===== src/hdl/mwdg_pkg.sv =====
// ----------------------------------------------------------------------------
// mwdg_pkg
// Shared types and constants for the multi-waveform DAC generator.
// ----------------------------------------------------------------------------
package mwdg_pkg;

  localparam int CFG_IDX_W  = 3;
  localparam int CFG_DATA_W = 12;

  localparam logic [CFG_IDX_W-1:0] REG_GAP_TICKS           = 3'd0;
  localparam logic [CFG_IDX_W-1:0] REG_SAW_HOLD_TICKS      = 3'd1;
  localparam logic [CFG_IDX_W-1:0] REG_SINE_HOLD_TICKS     = 3'd2;
  localparam logic [CFG_IDX_W-1:0] REG_SQUARE_HOLD_TICKS   = 3'd3;
  localparam logic [CFG_IDX_W-1:0] REG_SAW_STEP            = 3'd4;
  localparam logic [CFG_IDX_W-1:0] REG_SQUARE_HALF_SAMPLES = 3'd5;

  typedef enum logic [1:0] {
    MODE_SAW    = 2'd0,
    MODE_SINE   = 2'd1,
    MODE_SQUARE = 2'd2
  } mode_t;

  typedef struct packed {
    logic [5:0]  gap_ticks;
    logic [3:0]  saw_hold_ticks;
    logic [3:0]  sine_hold_ticks;
    logic [3:0]  square_hold_ticks;
    logic [11:0] saw_step;
    logic [9:0]  square_half_samples;
  } cfg_t;

  localparam cfg_t CFG_DEFAULT = '{
    gap_ticks:           6'd30,
    saw_hold_ticks:      4'd3,
    sine_hold_ticks:     4'd6,
    square_hold_ticks:   4'd1,
    saw_step:            12'd43,
    square_half_samples: 10'd208
  };

  typedef struct packed {
    logic        tick;
    logic        button_level;
    logic        adc_valid;
    logic [11:0] adc_code;
  } item_t;

  typedef struct packed {
    logic [11:0] dac_code;
    mode_t       waveform;
    logic [1:0]  amp_hundreds;
    logic [3:0]  amp_tens;
    logic [3:0]  amp_ones;
  } result_t;

endpackage


===== src/hdl/multi_waveform_dac_generator.sv =====
// output: each result is registered in out_r, or in skid_r while the output stalls
// throughput: one request per cycle while the skid entry is empty; a two-entry output
//   buffer keeps in_tready high for one more request while the downstream side stalls
// reset (rst_n low, synchronous): sequencer returns to sawtooth in the gap,
//   amplitude and dac code clear, registers take their defaults, buffer empties
// ----------------------------------------------------------------------------
// multi_waveform_dac_generator
// Sawtooth, sine and square generator for a 12-bit DAC with amplitude readout.
// ----------------------------------------------------------------------------
module multi_waveform_dac_generator #(
  parameter int SINE_POINTS    = 70,
  parameter int SINE_FRAC_BITS = 16
) (
  input  logic                               clk,
  input  logic                               rst_n,
  // in_tdata: tick [0], button_level [1], adc_code [13:2], zero fill [15:14]
  input  logic                               in_tvalid,
  output logic                               in_tready,
  input  logic [15:0]                        in_tdata,
  // in_tuser: adc_valid [0]
  input  logic                               in_tuser,
  // out_tdata: dac_code [11:0], amp_hundreds [13:12], amp_tens [17:14],
  //            amp_ones [21:18], zero fill [23:22]
  output logic                               out_tvalid,
  input  logic                               out_tready,
  output logic [23:0]                        out_tdata,
  // out_tuser: waveform [1:0]
  output logic [1:0]                         out_tuser,
  input  logic                               cfg_valid,
  output logic                               cfg_ready,
  input  logic [mwdg_pkg::CFG_IDX_W-1:0]     cfg_index,
  input  logic [mwdg_pkg::CFG_DATA_W-1:0]    cfg_data
);

  mwdg_pkg::cfg_t    cfg_r;
  mwdg_pkg::item_t   item;
  mwdg_pkg::result_t res;
  logic              push;
  logic              pop;

  // configuration registers
  assign cfg_ready = 1'b1;

  always_ff @(posedge clk) begin
    if (!rst_n) begin
      cfg_r <= mwdg_pkg::CFG_DEFAULT;
    end else if (cfg_valid) begin
      unique case (cfg_index)
        mwdg_pkg::REG_GAP_TICKS:           cfg_r.gap_ticks           <= cfg_data[5:0];
        mwdg_pkg::REG_SAW_HOLD_TICKS:      cfg_r.saw_hold_ticks      <= cfg_data[3:0];
        mwdg_pkg::REG_SINE_HOLD_TICKS:     cfg_r.sine_hold_ticks     <= cfg_data[3:0];
        mwdg_pkg::REG_SQUARE_HOLD_TICKS:   cfg_r.square_hold_ticks   <= cfg_data[3:0];
        mwdg_pkg::REG_SAW_STEP:            cfg_r.saw_step            <= cfg_data;
        mwdg_pkg::REG_SQUARE_HALF_SAMPLES: cfg_r.square_half_samples <= cfg_data[9:0];
        default: ;
      endcase
    end
  end

  assign item.tick         = in_tdata[0];
  assign item.button_level = in_tdata[1];
  assign item.adc_code     = in_tdata[13:2];
  assign item.adc_valid    = in_tuser;

  assign push = in_tvalid & in_tready;

  mwdg_core #(
    .SINE_POINTS    (SINE_POINTS),
    .SINE_FRAC_BITS (SINE_FRAC_BITS)
  ) u_core (
    .clk   (clk),
    .rst_n (rst_n),
    .en    (push),
    .item  (item),
    .cfg   (cfg_r),
    .res   (res)
  );

  // output register plus skid entry
  mwdg_pkg::result_t out_r, out_nxt;
  mwdg_pkg::result_t skid_r, skid_nxt;
  logic              out_valid_r, out_valid_nxt;
  logic              skid_valid_r, skid_valid_nxt;

  assign in_tready = ~skid_valid_r;
  assign pop       = out_valid_r & out_tready;

  always_comb begin
    out_nxt        = out_r;
    skid_nxt       = skid_r;
    out_valid_nxt  = out_valid_r;
    skid_valid_nxt = skid_valid_r;
    if (skid_valid_r) begin
      if (pop) begin
        out_nxt        = skid_r;
        skid_valid_nxt = 1'b0;
      end
    end else if (push && (!out_valid_r || pop)) begin
      out_nxt       = res;
      out_valid_nxt = 1'b1;
    end else if (push) begin
      skid_nxt       = res;
      skid_valid_nxt = 1'b1;
    end else if (pop) begin
      out_valid_nxt = 1'b0;
    end
  end

  always_ff @(posedge clk) begin
    if (!rst_n) begin
      out_valid_r  <= 1'b0;
      skid_valid_r <= 1'b0;
    end else begin
      out_valid_r  <= out_valid_nxt;
      skid_valid_r <= skid_valid_nxt;
    end
  end

  always_ff @(posedge clk) begin
    out_r  <= out_nxt;
    skid_r <= skid_nxt;
  end

  assign out_tvalid = out_valid_r;
  assign out_tdata  = {2'b00, out_r.amp_ones, out_r.amp_tens, out_r.amp_hundreds,
                       out_r.dac_code};
  assign out_tuser  = out_r.waveform;

endmodule


===== src/hdl/mwdg_core.sv =====
// ----------------------------------------------------------------------------
// mwdg_core
// Waveform sequencer state, sample computation and amplitude readout.
// ----------------------------------------------------------------------------
module mwdg_core #(
  parameter int SINE_POINTS    = 70,
  parameter int SINE_FRAC_BITS = 16
) (
  input  logic              clk,
  input  logic              rst_n,
  input  logic              en,
  input  mwdg_pkg::item_t   item,
  input  mwdg_pkg::cfg_t    cfg,
  output mwdg_pkg::result_t res
);

  localparam int IW        = $clog2(SINE_POINTS);
  localparam int ROM_DEPTH = 2 ** IW;
  localparam int BW        = (SINE_FRAC_BITS > 12) ? SINE_FRAC_BITS : 12;

  localparam longint unsigned Q30_ONE     = 64'd1073741824;
  localparam longint unsigned PI_Q30      = 64'd3373259426;
  localparam longint unsigned HALF_PI_Q30 = 64'd1686629713;

  localparam logic [11:0] DAC_FULL     = 12'd4095;
  localparam logic [19:0] DISP_RECIP   = 20'd682010;  // 10 * ceil(2^23 / 123)
  localparam int          DISP_SHIFT   = 23;

  logic [SINE_FRAC_BITS-1:0] sine_tab [ROM_DEPTH];

  // clipped sine in Q30, quarter-wave series to 15th order
  for (genvar g = 0; g < ROM_DEPTH; g++) begin : g_sine
    localparam longint unsigned X  =
      ((64'd62832 * 64'(g)) << 30) / (64'd10000 * 64'(SINE_POINTS));
    localparam longint unsigned Y  = (X >= PI_Q30) ? 64'd0 :
                                     (X > HALF_PI_Q30) ? (PI_Q30 - X) : X;
    localparam longint unsigned Y2 = (Y * Y) >> 30;
    // taylor terms, each divided by (2k)(2k+1)
    localparam longint unsigned T1 = ((Y  * Y2) >> 30) / 64'd6;
    localparam longint unsigned T2 = ((T1 * Y2) >> 30) / 64'd20;
    localparam longint unsigned T3 = ((T2 * Y2) >> 30) / 64'd42;
    localparam longint unsigned T4 = ((T3 * Y2) >> 30) / 64'd72;
    localparam longint unsigned T5 = ((T4 * Y2) >> 30) / 64'd110;
    localparam longint unsigned T6 = ((T5 * Y2) >> 30) / 64'd156;
    localparam longint unsigned T7 = ((T6 * Y2) >> 30) / 64'd210;
    localparam longint ACC = longint'(Y) - longint'(T1) + longint'(T2) - longint'(T3)
                             + longint'(T4) - longint'(T5) + longint'(T6) - longint'(T7);
    localparam longint POS = (ACC < 0) ? 64'sd0 : ACC;
    localparam longint SAT = (POS > longint'(Q30_ONE - 64'd1)) ?
                             longint'(Q30_ONE - 64'd1) : POS;
    localparam logic [SINE_FRAC_BITS-1:0] ENTRY =
      (X >= PI_Q30) ? '0 : SINE_FRAC_BITS'(SAT >>> (30 - SINE_FRAC_BITS));
    assign sine_tab[g] = ENTRY;
  end

  // state
  mwdg_pkg::mode_t mode_r, mode_nxt;
  logic            in_gap_r, in_gap_nxt;
  logic [5:0]      hold_r, hold_nxt;
  logic [11:0]     idx_r, idx_nxt;
  logic [11:0]     amp_r, amp_nxt;
  logic [11:0]     dac_r, dac_nxt;
  logic [8:0]      disp_r, disp_nxt;

  always_ff @(posedge clk) begin
    if (!rst_n) begin
      mode_r   <= mwdg_pkg::MODE_SAW;
      in_gap_r <= 1'b1;
      hold_r   <= '0;
      idx_r    <= '0;
      amp_r    <= '0;
      dac_r    <= '0;
      disp_r   <= '0;
    end else if (en) begin
      mode_r   <= mode_nxt;
      in_gap_r <= in_gap_nxt;
      hold_r   <= hold_nxt;
      idx_r    <= idx_nxt;
      amp_r    <= amp_nxt;
      dac_r    <= dac_nxt;
      disp_r   <= disp_nxt;
    end
  end

  // amplitude and readout value
  logic [31:0] disp_prod;
  logic [11:0] amp_new;

  assign amp_new   = DAC_FULL - item.adc_code;
  assign disp_prod = 32'(amp_new) * 32'(DISP_RECIP);
  assign amp_nxt   = item.adc_valid ? amp_new : amp_r;
  assign disp_nxt  = item.adc_valid ? disp_prod[DISP_SHIFT +: 9] : disp_r;

  // period stepping
  logic [3:0]  hold_sel;
  logic [3:0]  hold_lim;
  logic [11:0] step;
  logic [12:0] nxt_idx;
  logic [9:0]  half_eff;
  logic        period_end;
  logic [11:0] use_idx;

  always_comb begin
    unique case (mode_r)
      mwdg_pkg::MODE_SAW:  hold_sel = cfg.saw_hold_ticks;
      mwdg_pkg::MODE_SINE: hold_sel = cfg.sine_hold_ticks;
      default:             hold_sel = cfg.square_hold_ticks;
    endcase
  end

  assign hold_lim = (hold_sel == 4'd0) ? 4'd1 : hold_sel;
  assign half_eff = (cfg.square_half_samples == 10'd0) ? 10'd1 : cfg.square_half_samples;
  assign step     = (mode_r != mwdg_pkg::MODE_SAW) ? 12'd1 :
                    (cfg.saw_step == 12'd0) ? 12'd1 : cfg.saw_step;
  assign nxt_idx  = {1'b0, idx_r} + {1'b0, step};

  always_comb begin
    unique case (mode_r)
      mwdg_pkg::MODE_SAW:  period_end = nxt_idx[12];
      mwdg_pkg::MODE_SINE: period_end = (nxt_idx >= 13'(SINE_POINTS));
      default:             period_end = (nxt_idx >= {2'b00, half_eff, 1'b0});
    endcase
  end

  // first sample of a period is index zero
  assign use_idx = in_gap_r ? 12'd0 : nxt_idx[11:0];

  // sample value: one shared multiplier for sawtooth and sine
  logic [SINE_FRAC_BITS-1:0] rom_val;
  logic [BW-1:0]             mul_b;
  logic [12+BW-1:0]          prod;
  logic [11:0]               saw_q;
  logic [12:0]               saw_r;
  logic [12:0]               saw_val;
  logic [11:0]               sample_val;

  assign rom_val = (use_idx < 12'(SINE_POINTS)) ? sine_tab[use_idx[IW-1:0]] : '0;
  assign mul_b   = (mode_r == mwdg_pkg::MODE_SAW) ? BW'(use_idx) : BW'(rom_val);
  assign prod    = (12+BW)'(amp_nxt) * (12+BW)'(mul_b);

  // divide by 4095: estimate p >> 12, then fold the remainder back
  assign saw_q   = prod[23:12];
  assign saw_r   = {1'b0, prod[11:0]} + {1'b0, saw_q};
  assign saw_val = {1'b0, saw_q} + ((saw_r == 13'd8190) ? 13'd2 :
                                    (saw_r >= 13'd4095) ? 13'd1 : 13'd0);

  always_comb begin
    unique case (mode_r)
      mwdg_pkg::MODE_SAW:  sample_val = saw_val[11:0];
      mwdg_pkg::MODE_SINE: sample_val = prod[SINE_FRAC_BITS +: 12];
      default:             sample_val = (use_idx < {2'b00, half_eff}) ? amp_nxt : 12'd0;
    endcase
  end

  // sequencer next state
  logic [5:0] gap_hc;
  logic [6:0] play_hc;

  assign gap_hc  = (hold_r < cfg.gap_ticks) ? hold_r + 6'd1 : hold_r;
  assign play_hc = {1'b0, hold_r} + 7'd1;

  always_comb begin
    mode_nxt   = mode_r;
    in_gap_nxt = in_gap_r;
    hold_nxt   = hold_r;
    idx_nxt    = idx_r;
    dac_nxt    = dac_r;
    if (item.tick) begin
      if (in_gap_r) begin
        if (gap_hc >= cfg.gap_ticks) begin
          in_gap_nxt = 1'b0;
          hold_nxt   = '0;
          idx_nxt    = '0;
          dac_nxt    = sample_val;
        end else begin
          hold_nxt = gap_hc;
        end
      end else if (play_hc >= {3'b000, hold_lim}) begin
        hold_nxt = '0;
        if (period_end) begin
          in_gap_nxt = 1'b1;
          idx_nxt    = '0;
          if (!item.button_level) begin
            unique case (mode_r)
              mwdg_pkg::MODE_SAW:  mode_nxt = mwdg_pkg::MODE_SINE;
              mwdg_pkg::MODE_SINE: mode_nxt = mwdg_pkg::MODE_SQUARE;
              default:             mode_nxt = mwdg_pkg::MODE_SAW;
            endcase
          end
        end else begin
          idx_nxt = nxt_idx[11:0];
          dac_nxt = sample_val;
        end
      end else begin
        hold_nxt = play_hc[5:0];
      end
    end
  end

  // decimal digits of the readout
  logic [1:0] hund;
  logic [6:0] rem;
  logic [3:0] tens;
  logic [6:0] ones;

  always_comb begin
    priority if (disp_nxt >= 9'd300) begin
      hund = 2'd3;
      rem  = 7'(disp_nxt - 9'd300);
    end else if (disp_nxt >= 9'd200) begin
      hund = 2'd2;
      rem  = 7'(disp_nxt - 9'd200);
    end else if (disp_nxt >= 9'd100) begin
      hund = 2'd1;
      rem  = 7'(disp_nxt - 9'd100);
    end else begin
      hund = 2'd0;
      rem  = 7'(disp_nxt);
    end
    tens = 4'd0;
    for (int t = 1; t < 10; t++) begin
      if (rem >= 7'(t * 10)) begin
        tens = 4'(t);
      end
    end
    ones = rem - ({3'b000, tens} << 3) - ({3'b000, tens} << 1);
  end

  assign res.dac_code     = dac_nxt;
  assign res.waveform     = mode_nxt;
  assign res.amp_hundreds = hund;
  assign res.amp_tens     = tens;
  assign res.amp_ones     = ones[3:0];

endmodule


===== config.mk =====
export PLATFORM = sky130hd
export DESIGN_NAME = multi_waveform_dac_generator
export DESIGN_NICKNAME = d
export VERILOG_FILES = /design/src/hdl/mwdg_pkg.sv /design/src/hdl/multi_waveform_dac_generator.sv /design/src/hdl/mwdg_core.sv
export SDC_FILE = /design/constraint.sdc
export NUM_CORES = 1
export LEC_CHECK = 0
export BUFFER_PORTS_ARGS = -buffer_cell sky130_fd_sc_hd__buf_4
export CAP_MARGIN = 15
export CORE_ASPECT_RATIO = 1.1
export CORE_MARGIN = 2
export CORE_UTILIZATION = 51
export CTS_BUF_LIST = sky130_fd_sc_hd__clkbuf_8
export CTS_CLUSTER_SIZE = 28
export DETAILED_ROUTE_END_ITERATION = 7
export MAX_ROUTING_LAYER = met4
export PLACE_DENSITY_LB_ADDON = 0.1
export REMOVE_ABC_BUFFERS = 1
export SYNTH_ARGS = -nofsm -noshare
export SYNTH_HDL_FRONTEND = slang
export SYNTH_SLANG_ARGS = --single-unit

===== constraint.sdc =====
create_clock -name clk -period 19.23 [get_ports clk]
set_clock_uncertainty 0.05 [all_clocks]
set_input_delay 2.8845 -clock clk [delete_from_list [all_inputs] [get_ports clk]]
set_output_delay 2.8845 -clock clk [all_outputs]
set_load 0.005 [all_outputs]

==> flow_summary.toml <==
[setup_path]
reg2reg_depth = 48
critical-path-top-cell-by-count = "sky130_fd_sc_hd__fa_1"
endpoint_required_time_on_the_critical_path_ps = 19390
worst_path_max_delay_cell = "sky130_fd_sc_hd__a211oi_1"
worstSetupPathType = "reg -> reg"
worst_path_largest_cell_delay_ps = 780
cp-end-kind = "flop"
critical_path.startpoint_type = "flop"
critical_path_fanout_max = 20
worstPathArrival_ps = 16410

[placed_design]
buffers_added_on_ports = 60
detailedPlacementHpwl_mm = 39.6
gp_routability_congestion = 0.941
detailed_place.area_um2 = 20200
dp_cells = 2814

[logic_synthesis]
synth.distinct_cells = 96
async_reset_ff_frac = 0
post_synth.cell_area_avg_um2 = 8.31
post-synth-top-area-fraction = 0.189
netlist_instances = 2317
seq_area_frac_synth = 0.175
synthFlopType = "sky130_fd_sc_hd__dfxtp_1"
synth.ff_latch_count = 144
yosys-top-cells-area = "sky130_fd_sc_hd__fa_1 19%, sky130_fd_sc_hd__ha_1 15%, sky130_fd_sc_hd__dfxtp_1 10%"
count_of_flip_flops_with_a_built_in_enable_after_synthesis = 48
netlist_area_um2 = 19300
synth_top_area_cell = "sky130_fd_sc_hd__fa_1"
synth-warning-count = 0

[routing]
final_antenna_net_count = 0
totalWireLength_mm = 50.1
drc_violations = 0
initialDrtViolationCount = 1007
via_count = 16100
routed_wire_length_per_instance_um = 17.6
detail_route.first_pass.iterations = 7
via_per_inst = 5.66

[grt]
grt_first_pass_wirelength_mm = 83.2
global_route.usage.total = 0.270
grt_overflow_total = 0
antenna_found_initial = 0
maximum_number_of_pins_on_one_net_before_global_route_repair = 65
number_of_global_route_vias_before_repair = 16400

[cts]
clockBufferDepth = 2
tritoncts = "yes"
cts.sinks = 144
holdBufCountCts = 0
cts_made_buffers = 17
cts_repair_resize_count = 0
cts.htree.levels = 4
clkTransAtPathRegs_ps = 80
cts_setup_buffers = 0
cts_root_buf = "sky130_fd_sc_hd__clkbuf_8"
worst_skew_pair.late_latency_ps = 460

[run]
reported_max_cap_violation_count = 0

[sta]
rsz_0062_raised_after_global_routing = "false"
worst_pin_slew_ps = 1050
slew_headroom = 0.295
final_min_period_over_clock_period = 0.845
setup_viols_final = 0
max_clock_freq_ghz = 0.0615
hold_viol_final = 0
tns_ps = 0
post-route-min-period_ps = 16250
drv_slew = 0

[cells_and_area]
fillers = 3546
area.growth.synth_to_final_pct = 7.21
drive_above_1_share = 0.0833
antenna_cells = 0
design.final.nets = 2794
instances_no_fill = 2847
post_route_cell_area_um2 = 20600

[floorplanning]
placement_rows = 74
fp.dieH_um = 208
die_w_um = 189
placeableCoreArea_um2 = 37200
count_of_pins_on_the_block_boundary = 66
floorplan.initialDensity = 0.517
die-area_um2 = 39300

[status]
status = "complete, no violations"

[hold_path]
hold_depth = 2
timing.hold.worst.class = "reg -> reg"

[power_and_ir_drop]
vdd_drop_max_v = 0.000108
total_leakage_power_nw = 9.96
power_density_nw_per_um2 = 72.9
## cells in the mapped netlist (6+ instances only)
master / number
sky130_fd_sc_hd__or2_2: 6
sky130_fd_sc_hd__mux2_2: 30
sky130_fd_sc_hd__nand3_1: 55
sky130_fd_sc_hd__o211a_1: 8
sky130_fd_sc_hd__a211oi_1: 33
sky130_fd_sc_hd__nor3_1: 33
sky130_fd_sc_hd__o31ai_1: 7
sky130_fd_sc_hd__fa_1: 182
sky130_fd_sc_hd__mux2i_1: 30
sky130_fd_sc_hd__a21o_1: 31
sky130_fd_sc_hd__edfxtp_1: 48
sky130_fd_sc_hd__o21a_1: 19
sky130_fd_sc_hd__inv_1: 339
sky130_fd_sc_hd__o211ai_1: 16
sky130_fd_sc_hd__a21oi_1: 159
sky130_fd_sc_hd__nand4_1: 11
sky130_fd_sc_hd__xnor2_1: 46
sky130_fd_sc_hd__nor2_1: 154
sky130_fd_sc_hd__and2_1: 55
sky130_fd_sc_hd__clkbuf_1: 80
sky130_fd_sc_hd__o21ai_1: 9
sky130_fd_sc_hd__xor2_1: 18
sky130_fd_sc_hd__nor4_1: 10
sky130_fd_sc_hd__o21ai_0: 69
sky130_fd_sc_hd__and3_1: 7
sky130_fd_sc_hd__a22oi_1: 9
sky130_fd_sc_hd__a31oi_1: 12
sky130_fd_sc_hd__buf_1: 8
sky130_fd_sc_hd__o21bai_1: 13
sky130_fd_sc_hd__o22ai_1: 11
sky130_fd_sc_hd__nand2_1: 324
sky130_fd_sc_hd__nor2b_1: 16
sky130_fd_sc_hd__or3_1: 7
sky130_fd_sc_hd__dfxtp_1: 96
sky130_fd_sc_hd__ha_1: 235
sky130_fd_sc_hd__nand2b_1: 21
## routing by layer
metal / up-vias / global-route usage / share of wire
met5: - / - / 0
met4: 0 / 0.0735 / 0.024
met3: 67 / 0.0292 / 0.039
met2: 351 / 0.473 / 0.51
met1: 7901 / 0.330 / 0.43
li1: 7791 / - / -
## metrics by stage
step                      setup WS [ps]  hold slack [ps]  power [mW]  utilization
final                              2980              409        1.51        0.555
after global routing               1980              432        1.63        0.555
after CTS                          3100              409        1.51        0.554
after detailed placement           3130              397        1.26        0.543
after global placement             3260              391        1.23        0.543
after floorplan                    5610              384        1.04            -
## registers in the layout, indices dropped and copies added, names as in the netlist, 2 cells and up
name	cells
u_core.dac_r	12
skid_r	24
u_core.disp_r	9
u_core.hold_r	6
cfg_r	40
u_core.mode_r	2
out_tdata	22
out_tuser	2
u_core.idx_r	12
u_core.amp_r	12
## power breakdown
| group | switching (mW) | total [mW] | leakage, nW | internal (mW) |
|---|---|---|---|---|
| clock network | 0.132 | 0.252 | 0.208 | 0.119 |
| logic | 0.508 | 0.860 | 8.51 | 0.352 |
| registers | 0.0106 | 0.393 | 1.24 | 0.383 |
| total | 0.651 | 1.51 | 9.96 | 0.854 |
## cells in the final DEF (no fill, tap or decap), types with 8 or more instances in the layout
| cell | count |
|---|---|
| sky130_fd_sc_hd__inv_1 | 339 |
| sky130_fd_sc_hd__nand2_1 | 324 |
| sky130_fd_sc_hd__ha_1 | 235 |
| sky130_fd_sc_hd__fa_1 | 182 |
| sky130_fd_sc_hd__a21oi_1 | 158 |
| sky130_fd_sc_hd__nor2_1 | 154 |
| sky130_fd_sc_hd__dfxtp_1 | 96 |
| sky130_fd_sc_hd__buf_4 | 96 |
| sky130_fd_sc_hd__o21ai_0 | 68 |
| sky130_fd_sc_hd__nand3_1 | 55 |
| sky130_fd_sc_hd__and2_1 | 55 |
| sky130_fd_sc_hd__edfxtp_1 | 48 |
| sky130_fd_sc_hd__xnor2_1 | 46 |
| sky130_fd_sc_hd__nor3_1 | 33 |
| sky130_fd_sc_hd__a211oi_1 | 33 |
| sky130_fd_sc_hd__a21o_1 | 31 |
| sky130_fd_sc_hd__mux2i_1 | 30 |
| sky130_fd_sc_hd__mux2_2 | 30 |
| sky130_fd_sc_hd__nand2b_1 | 21 |
| sky130_fd_sc_hd__o21a_1 | 19 |
| sky130_fd_sc_hd__xor2_1 | 18 |
| sky130_fd_sc_hd__clkbuf_8 | 17 |
| sky130_fd_sc_hd__o211ai_1 | 16 |
| sky130_fd_sc_hd__nor2b_1 | 15 |
| sky130_fd_sc_hd__o21bai_1 | 13 |
| sky130_fd_sc_hd__a31oi_1 | 12 |
| sky130_fd_sc_hd__nand4_1 | 11 |
| sky130_fd_sc_hd__o22ai_1 | 11 |
| sky130_fd_sc_hd__nor4_1 | 10 |
| sky130_fd_sc_hd__o21ai_1 | 10 |
| sky130_fd_sc_hd__a22oi_1 | 9 |
| sky130_fd_sc_hd__o211a_1 | 8 |
## critical path: cells and delay by family (launching register included)
family / cells / cell delay (ps)
simple gates: 15 / 4960
fa+ha+maj: 10 / 4300
flops: 1 / 610
compound gates: 14 / 4300
buf+inv: 4 / 630
mux: 2 / 580
xor+xnor: 3 / 580
## path summary, 6_finish.rpt
path	startpoint	end	slack, ps
setup / recovery	u_core.mode_r[0]$_SDFFE_PN0P_	out_tdata[8]$_DFFE_PP_	2980
hold / removal	u_core.amp_r[7]$_SDFFE_PN0P_	u_core.amp_r[7]$_SDFFE_PN0P_	410
setup reg to reg	u_core.mode_r[0]$_SDFFE_PN0P_	out_tdata[8]$_DFFE_PP_	2980
hold reg to reg	u_core.amp_r[7]$_SDFFE_PN0P_	u_core.amp_r[7]$_SDFFE_PN0P_	410
## layout make-up
class	instances	area [um^2]	area share
Multi-Input combinational cell	1736	14200	0.690
Clock buffer	17	234	0.0113
Tap cell	494	618	0.0299
Sequential cell	144	3360	0.163
Clock inverter	15	174	0.00843
Inverter	344	1290	0.0626
Timing Repair Buffer	97	726	0.0352
## cells by family (layout without fill, tap and decap cells)
| family | count (synthesis) | in the layout | synth area share |
|---|---|---|---|
| xor+xnor | 64 | 64 | 0.0291 |
| mux | 60 | 60 | 0.0331 |
| fa+ha+maj | 417 | 417 | 0.342 |
| simple gates | 726 | 726 | 0.171 |
| flops | 144 | 144 | 0.175 |
| other cells | 2 | 3 | 0.000390 |
| compound gates | 466 | 466 | 0.163 |
| buf+inv | 438 | 473 | 0.0865 |
(Power assumes the default switching activity.)
